--- src/sv/smdr_pkg.sv ---
// Types and constants of the switch mask debounce reporter.
// No dependencies; used by every module of the block.
`timescale 1ns / 1ps

package smdr_pkg;

    localparam int MASK_W  = 8;
    localparam int CNT_W   = 16;
    localparam int BYTE_W  = 4;
    localparam int IDX_W   = 2;
    localparam int CFG_W   = 16;

    localparam logic [CNT_W-1:0] CNT_MAX         = {CNT_W{1'b1}};
    localparam logic [CNT_W-1:0] DEBOUNCE_RESET  = 16'd20;
    localparam logic [CNT_W-1:0] HEARTBEAT_RESET = 16'd20;

    localparam logic [IDX_W-1:0] REG_DEBOUNCE  = 2'd0;
    localparam logic [IDX_W-1:0] REG_HEARTBEAT = 2'd1;

    typedef struct packed {
        logic [CNT_W-1:0] debounce_ticks;
        logic [CNT_W-1:0] heartbeat_ticks;
    } cfg_t;

    typedef struct packed {
        logic              send_frame;
        logic [MASK_W-1:0] pressed_mask;
        logic [MASK_W-1:0] stable_mask;
    } result_t;

    function automatic logic [CNT_W-1:0] sat_inc(input logic [CNT_W-1:0] v);
        return (v == CNT_MAX) ? CNT_MAX : v + 1'b1;
    endfunction

    function automatic logic [BYTE_W-1:0] payload_byte(input logic active,
                                                       input int unsigned k);
        return active ? BYTE_W'(k + 2) : '0;
    endfunction

endpackage

--- src/sv/switch_mask_debounce_reporter_top.sv ---
// Top level of the switch mask debounce reporter: config registers,
// result register and handshake. Depends on smdr_pkg and smdr_core.
//
//   channel | direction | handshake            | payload
//   input   | in        | in_valid / in_stall   | pin_levels
//   result  | out       | out_valid / out_stall | send_frame, pressed_mask,
//           |           |                       | stable_mask, byte0..byte7
//   config  | in        | cfg_we                | cfg_index, cfg_wdata
//
// One item per cycle while in_stall is low; its result appears in the cycle after it is accepted.
// The result register sets the timing: a new item enters whenever the
// register is empty or is emptied in the same cycle.
// in_stall is high only while a result waits under out_stall.
// Reset clears the debounce state and counters and loads 20 into both
// config registers.
`timescale 1ns / 1ps

module switch_mask_debounce_reporter_top #(
    parameter int NUM_SWITCHES = 8
) (
    input  logic                          clk,
    input  logic                          rst_n,
    input  logic                          in_valid,
    output logic                          in_stall,
    input  logic [smdr_pkg::MASK_W-1:0]   pin_levels,
    output logic                          out_valid,
    input  logic                          out_stall,
    output logic                          send_frame,
    output logic [smdr_pkg::MASK_W-1:0]   pressed_mask,
    output logic [smdr_pkg::MASK_W-1:0]   stable_mask,
    output logic [smdr_pkg::BYTE_W-1:0]   byte0,
    output logic [smdr_pkg::BYTE_W-1:0]   byte1,
    output logic [smdr_pkg::BYTE_W-1:0]   byte2,
    output logic [smdr_pkg::BYTE_W-1:0]   byte3,
    output logic [smdr_pkg::BYTE_W-1:0]   byte4,
    output logic [smdr_pkg::BYTE_W-1:0]   byte5,
    output logic [smdr_pkg::BYTE_W-1:0]   byte6,
    output logic [smdr_pkg::BYTE_W-1:0]   byte7,
    input  logic                          cfg_we,
    input  logic [smdr_pkg::IDX_W-1:0]    cfg_index,
    input  logic [smdr_pkg::CFG_W-1:0]    cfg_wdata
);
    import smdr_pkg::*;

    cfg_t    cfg_reg, cfg_next;
    result_t res_reg;
    result_t core_res;
    logic    out_valid_reg, out_valid_next;
    logic    in_fire;

    assign in_stall = out_valid_reg && out_stall;
    assign in_fire  = in_valid && !in_stall;

    smdr_core #(
        .NUM_SWITCHES(NUM_SWITCHES)
    ) u_core (
        .clk        (clk),
        .rst_n      (rst_n),
        .step       (in_fire),
        .pin_levels (pin_levels),
        .cfg        (cfg_reg),
        .result     (core_res)
    );

    always_comb
    begin
        cfg_next = cfg_reg;
        if (cfg_we)
        begin
            unique case (cfg_index)
                REG_DEBOUNCE:  cfg_next.debounce_ticks  = cfg_wdata;
                REG_HEARTBEAT: cfg_next.heartbeat_ticks = cfg_wdata;
                default:       cfg_next = cfg_reg;
            endcase
        end
        if (in_fire)
        begin
            out_valid_next = 1'b1;
        end
        else
        begin
            out_valid_next = out_valid_reg && out_stall;
        end
    end

    always_ff @(posedge clk or negedge rst_n)
    begin
        if (!rst_n)
        begin
            cfg_reg.debounce_ticks  <= DEBOUNCE_RESET;
            cfg_reg.heartbeat_ticks <= HEARTBEAT_RESET;
            out_valid_reg           <= 1'b0;
        end
        else
        begin
            cfg_reg       <= cfg_next;
            out_valid_reg <= out_valid_next;
        end
    end

    always_ff @(posedge clk)
    begin
        if (in_fire)
        begin
            res_reg <= core_res;
        end
    end

    assign out_valid    = out_valid_reg;
    assign send_frame   = res_reg.send_frame;
    assign pressed_mask = res_reg.pressed_mask;
    assign stable_mask  = res_reg.stable_mask;
    assign byte0 = payload_byte(res_reg.stable_mask[0], 0);
    assign byte1 = payload_byte(res_reg.stable_mask[1], 1);
    assign byte2 = payload_byte(res_reg.stable_mask[2], 2);
    assign byte3 = payload_byte(res_reg.stable_mask[3], 3);
    assign byte4 = payload_byte(res_reg.stable_mask[4], 4);
    assign byte5 = payload_byte(res_reg.stable_mask[5], 5);
    assign byte6 = payload_byte(res_reg.stable_mask[6], 6);
    assign byte7 = payload_byte(res_reg.stable_mask[7], 7);

endmodule

--- src/sv/smdr_core.sv ---
// Debounce state and per-tick result logic of the switch mask reporter.
// Depends on smdr_pkg.
`timescale 1ns / 1ps

module smdr_core #(
    parameter int NUM_SWITCHES = 8
) (
    input  logic                          clk,
    input  logic                          rst_n,
    input  logic                          step,
    input  logic [smdr_pkg::MASK_W-1:0]   pin_levels,
    input  smdr_pkg::cfg_t                cfg,
    output smdr_pkg::result_t             result
);
    import smdr_pkg::*;

    localparam logic [MASK_W-1:0] SW_MASK =
        MASK_W'((9'(1) << NUM_SWITCHES) - 9'(1));

    logic [MASK_W-1:0] prev_raw_reg, prev_raw_next;
    logic [MASK_W-1:0] debounced_reg, debounced_next;
    logic [CNT_W-1:0]  since_change_reg, since_change_next;
    logic [CNT_W-1:0]  since_send_reg, since_send_next;
    logic [MASK_W-1:0] raw;
    logic [CNT_W-1:0]  since_send_inc;
    logic              send;

    always_comb
    begin
        raw           = ~pin_levels & SW_MASK;
        prev_raw_next = raw;
        if (raw != prev_raw_reg)
        begin
            since_change_next = '0;
        end
        else
        begin
            since_change_next = sat_inc(since_change_reg);
        end
        debounced_next = (since_change_next > cfg.debounce_ticks) ? raw : debounced_reg;
        since_send_inc = sat_inc(since_send_reg);
        send = (debounced_next != debounced_reg) ||
               (since_send_inc >= cfg.heartbeat_ticks);
        since_send_next = send ? '0 : since_send_inc;

        result.send_frame   = send;
        result.pressed_mask = debounced_next & ~debounced_reg;
        result.stable_mask  = debounced_next;
    end

    always_ff @(posedge clk or negedge rst_n)
    begin
        if (!rst_n)
        begin
            prev_raw_reg     <= '0;
            debounced_reg    <= '0;
            since_change_reg <= '0;
            since_send_reg   <= '0;
        end
        else if (step)
        begin
            prev_raw_reg     <= prev_raw_next;
            debounced_reg    <= debounced_next;
            since_change_reg <= since_change_next;
            since_send_reg   <= since_send_next;
        end
    end

endmodule

--- config.mk ---
export PLATFORM = sky130hd
export DESIGN_NAME = switch_mask_debounce_reporter_top
export DESIGN_NICKNAME = d
export VERILOG_FILES = /design/src/sv/smdr_pkg.sv /design/src/sv/switch_mask_debounce_reporter_top.sv /design/src/sv/smdr_core.sv
export SDC_FILE = /design/constraint.sdc
export NUM_CORES = 1
export LEC_CHECK = 0
export ABC_AREA = 1
export BUFFER_PORTS_ARGS = -buffer_cell sky130_fd_sc_hd__buf_2
export CAP_MARGIN = 40
export CORE_UTILIZATION = 50
export DETAILED_ROUTE_END_ITERATION = 8
export MAX_ROUTING_LAYER = met4
export PLACE_DENSITY = 0.82
export SYNTH_ARGS = -nofsm -noshare
export SYNTH_HDL_FRONTEND = slang
export SYNTH_SLANG_ARGS = --single-unit
--- constraint.sdc ---
create_clock -name clk -period 5.6 [get_ports clk]
set_input_delay 0.28 -clock clk [delete_from_list [all_inputs] [get_ports clk]]
set_output_delay 0.28 -clock clk [all_outputs]
set_load 0.01 [all_outputs]
After elaboration in Yosys (flattened, before gate mapping)
Cells that the tools add are included.
{"block": "classes", "n_bitwise": 3, "order_cmp": 2, "reduce_logical": 7, "addsub": 2, "mux": 14, "eq_ne": 5}
{"operator": "16-bit two-way mux", "count": 4}
{"operator": "16-bit by 1-bit adder with 16-bit output, second input constant", "count": 2}
{"operator": "16-bit == test, second input constant", "count": 2}
{"operator": "16-bit greater-or-equal comparator", "count": 1}
{"operator": "16-bit greater-than comparator", "count": 1}
{"operator": "8-bit != test", "count": 2}
{"operator": "8-bit NOT", "count": 2}
{"operator": "3-bit two-way mux", "count": 4}
{"operator": "8-bit bitwise AND", "count": 1}
{"operator": "4-bit two-way mux", "count": 2}
{"operator": "8-bit two-way mux", "count": 1}
{"operator": "2-bit two-way mux", "count": 2}
{"operator": "2-bit AND reduction", "count": 2}
{"operator": "2-bit by 1-bit == test with 1-bit output, second input constant", "count": 1}
{"operator": "1-bit logical AND", "count": 2}
{"operator": "2-bit zero test", "count": 1}
{"operator": "1-bit zero test", "count": 1}
{"operator": "1-bit logical OR", "count": 1}
{"operator": "1-bit two-way mux", "count": 1}
{"block": "word_totals", "regBits": 98, "output_inout_bits": 51, "wordCells": 43}

Depth between registers and ports, before layout
{"block": "logic_depth", "word_depth": 8, "depth_mapped": 27}

Hierarchy
Synthesis repeated with hierarchy kept, for this count alone.
{"block": "unflattened", "hier_cells": 781, "hier_area_um2": 6263.5}
{"module": "smdr_core", "n_inst": 1, "cells_per_inst": 583, "area_each_um2": 4111.4}
{"module": "switch_mask_debounce_reporter_top", "n_inst": 1, "cells_per_inst": 198, "area_each_um2": 2152.1}

Worst setup path after synthesis
No wires, ideal clock.
{"block": "synth_timing", "path_kind": "reg2reg", "startpoint": "register u_core.since_change_reg[0]", "endpoint": "register u_core.since_send_reg[4]", "slack_ns": 1.993, "setup_time_ns": 0.066, "synth_period_minus_slack_ns": 3.607, "t_arrival_ns": 3.542, "stages_incl_launch_ff": 24, "n_path_buf": 1, "path_cell_list": "dfrtp_1 > ha_1 > nand2_2 > nor2_4 > nand3_1 > o21ai_0 > nand3b_1 > nand2_1 > inv_1 > ha_1 > nand2_1 > nor3_1 > nand3_2 > nand2_1 > nand2_1 > and2_1 > ha_1 > nand3b_1 > nor2_1 > nand3_1 > nor2_1 > buf_2 > nand4_1 > nand2_1"}
{"element": "start, declared", "line_no": "smdr_core.sv:22", "rtl": "logic [CNT_W-1:0] since_change_reg, since_change_next;"}
{"element": "start signal, assigned", "line_no": "smdr_core.sv:64", "rtl": "since_change_reg <= since_change_next;"}
{"element": "end signal, assigned", "line_no": "smdr_core.sv:65", "rtl": "since_send_reg <= since_send_next;"}
{"element": "end, declared", "line_no": "smdr_core.sv:23", "rtl": "logic [CNT_W-1:0] since_send_reg, since_send_next;"}

==> results.py <==
metrics = {
    "run_status": {
        "run_status": "complete, no violations",
    },
    "logic_synthesis": {
        "synth.top_cell.area_share_pct": 31.5,
        "yosys_warnings": 0,
        "ys_seq_area_share_pct": 41.6,
        "synth_edf_count": 17,
        "netlist_instances": 767,
        "syn_avg_cell_area_um2": 7.97,
        "synth-compound-area-share_pct": 7.53,
        "synth_fa_ha_area_share_pct": 8.59,
        "ys_ff_latch": 98,
        "ys_async_sr_fraction_pct": 82.7,
        "yosysTopAreaCell": "dfrtp_1",
        "syn_area_um2": 6120,
        "muxShareOfSynthArea_pct": 0,
        "synth_common_cells": "223 x nand2_1, 98 x inv_1, 77 x dfrtp_1",
        "synth.distinct_cells": 41,
        "synth_top_family_by_area": "simple AND/OR/NAND/NOR gates",
        "synth-simple-area-share_pct": 28.2,
        "synth_most_common_cell": "nand2_1",
        "synth_area_leaders": "dfrtp_1 32%, nand2_1 14%, ha_1 8.6%, edfxtp_1 8.3%, inv_1 6.0%",
        "synth_flop_cell": "dfrtp_1",
        "synth_xor_area_share_pct": 2.29,
    },
    "setup_path": {
        "crit_path_max_fanout": 11,
        "crit_path_frequent_cell": "nand2_1",
        "r2r_slack_ns": 1.12,
        "timing.critical_path.buf_inv": 2,
        "path_class": "reg -> reg",
        "r2r_cells": 21,
        "cp-end-kind": "register",
        "crit_family": "simple AND/OR/NAND/NOR gates",
        "critPathMaxStageDelay_ns": 0.40,
        "path_depth": 21,
        "critPathLaunchType": "register",
        "rr_startpoint": "u_core.prev_raw_reg[1]$_DFFE_PN0P_",
        "critical_path_arrival_ns": 4.54,
        "worstPathRequired_ns": 5.67,
        "startpoint": "u_core.prev_raw_reg[1]$_DFFE_PN0P_",
        "slowest_stage": "dfrtp_1",
        "crit_chain": "or2_2 -> nand4_1 -> nor2_1 -> nand2_1 -> clkinv_1 -> nand2_1 -> inv_1 -> ha_1 -> a21oi_1 -> nand2_1 -> a21oi_1 -> nand2_2 -> nand2_1 -> nand2_1 -> and2_1 -> ha_1 -> nand4_1 -> nor3_1 -> o31ai_1 -> nor2_1 -> nand2_1",
    },
    "floorplan": {
        "coreArea_um2": 12000,
        "die-area_um2": 12700,
        "die_y_um": 113,
        "rows": 40,
        "io_pins": 82,
        "start_util_pct": 51.1,
        "die_w_um": 113,
    },
    "global_route": {
        "first_global_vias": 4701,
        "track_usage_pct": 21.9,
        "grt_first_pass_wirelength_mm": 21.4,
        "overflow": 0,
        "grt_max_degree": 59,
        "antenna_found_initial": 0,
    },
    "hold_path": {
        "holdCritPathClass": "in -> reg",
        "hp-start": "out_stall",
        "min_path_cells": 3,
    },
    "power": {
        "ir_drop_mv": 0.139,
        "p_leak_uw": 0.00350,
        "power.density_nw_per_um2": 264,
        "fin_total_pwr_uw": 1760,
    },
    "cts": {
        "clk_pin_slew_ns": 0.06,
        "postCtsSetupBuffers": 0,
        "cts_sinks": 98,
        "cts_max_path_buffers": 2,
        "cts_tree": "done",
        "clk_latency_ns": 0.35,
        "cts_root_buf": "clkbuf_16",
        "cts_buffers": 9,
        "htreeDepth": 3,
    },
    "cells_and_area": {
        "drive_gt1_share_pct": 14.7,
        "diodes": 0,
        "n_fill_cell": 1050,
        "largest_reg_flops": 32,
        "fin_nets": 884,
        "multi_input_area_um2": 2930,
        "area_growth_syn_to_layout_pct": 9.35,
        "regArea_um2": 2540,
    },
    "routing": {
        "firstDrtPassIters": 5,
        "wl_mm": 12.6,
        "drc_errors": 0,
        "viasPerCell": 5.18,
        "num_vias": 4984,
        "postRouteAntennaNets": 0,
        "first_iter_violations": 440,
        "routedWlPerCell_um": 13.1,
    },
    "timing": {
        "tightest_slew_ns": 0.830,
        "fin_skew_ns": 0.00900,
        "setup_violations": 0,
        "rsz0062_at_grt": "no",
        "fmax_mhz": 223,
        "finalCritPeriodShare_pct": 79.9,
        "min_period_ns": 4.48,
        "tns_ns": 0,
        "fin_ws_ns": 1.12,
        "max_slew_margin_pct": 44.5,
        "finalHoldViolations": 0,
        "maxSlewViolCount": 0,
    },
    "placed_design": {
        "pre_cts_ws_ns": 1.17,
        "portBuffers": 63,
        "dp_hpwl_mm": 9.23,
        "gp_congestion": 0.950,
    },
    "flow_run": {
        "maxCapViolations": 0,
    },
}
metrics by stage:
step | cells | hold WS, ns | area (µm²) | utilization, %
CTS | 963 | 0.147 | 6690 | 55.9
global route | 963 | 0.172 | 6690 | 55.9
finish | 963 | 0.148 | 6690 | 55.9
floorplan | 784 | -0.0156 | 6180 | -
global placement | 944 | 0.461 | 6370 | 53.3
detailed placement | 946 | 0.330 | 6410 | 53.6
cell usage in the layout (no fill, tap or decap), types with 2 or more instances in the layout:
cell type / n
nor3_2: 3
a21oi_1: 16
nand3_1: 44
clkinv_2: 2
and2_1: 8
clkbuf_16: 9
dfrtp_1: 77
nand2_2: 7
nor2_1: 32
clkinvlp_4: 2
dfstp_2: 4
conb_1: 18
buf_2: 62
nor2_4: 2
o21ai_0: 57
nor3_4: 3
edfxtp_1: 17
a21oi_2: 4
clkinv_1: 3
nor3_1: 7
nand2_1: 223
buf_4: 4
xor2_1: 14
inv_2: 2
nand3b_1: 3
or2_2: 3
nand3_2: 6
o21ai_1: 2
xnor2_1: 2
ha_1: 42
inv_1: 98
nand4_1: 27
final timing paths:
path	to
min	out_valid$_DFF_PN0_
max reg2reg	send_frame$_DFFE_PP_
max	send_frame$_DFFE_PP_
max in group asynchronous	u_core.since_change_reg[9]$_DFFE_PN0P_
min reg2reg	u_core.debounced_reg[4]$_DFFE_PN0P_
min in group asynchronous	u_core.since_send_reg[3]$_DFFE_PN0P_
report_power, final:
group / switching (µW) / internal, µW / leakage [µW] / total, µW
Combinational: 207 / 127 / 0.00215 / 334
Clock: 268 / 309 / 0.000129 / 577
Sequential: 38.2 / 813 / 0.00121 / 851
kinds of logic after synthesis:
family | count (synthesis)
AOI/OAI and AO/OA | 84
xor gates and xnor gates | 16
adders and majority gates | 42
buffers and inverters | 154
DFF | 98
other | 1
and+or+nand+nor | 372
final cells by class:
class	instances	area share, %
clock buffer	10	3.57
inverter	101	5.67
clock inverter	6	0.486
tap	147	2.75
sequential	98	38.0
timing repair buffer	69	5.76
multi-input combinational	532	43.7
what timing repair did:
action / 4_1_cts / 5_1_grt
resized for setup: 0 / 0
hold buffers: 1 / 0
endpoints found under the hold margin: 40 / 0
setup endpoints to repair: 0 / 0
routing by layer:
metal	GRT usage, %	wire, µm	vias to the layer above
met2	34.4	5810	168
met3	2.16	606	28
met1	28.5	5820	2276
li1	-	-	2512
met4	10.7	352	0
met5	-	0	-
worst register-to-register path: stages (launching register included):
cell      delay (ns)
dfrtp_1         0.40
or2_2           0.31
nand4_1         0.09
nor2_1          0.05
nand2_1         0.39
clkinv_1        0.36
nand2_1         0.17
inv_1           0.05
ha_1            0.30
a21oi_1         0.19
nand2_1         0.08
a21oi_1         0.18
nand2_2         0.16
nand2_1         0.25
nand2_1         0.11
and2_1          0.16
ha_1            0.27
nand4_1         0.13
nor3_1          0.18
o31ai_1         0.10
nor2_1          0.20
nand2_1         0.09
(Power assumes the default switching activity.)
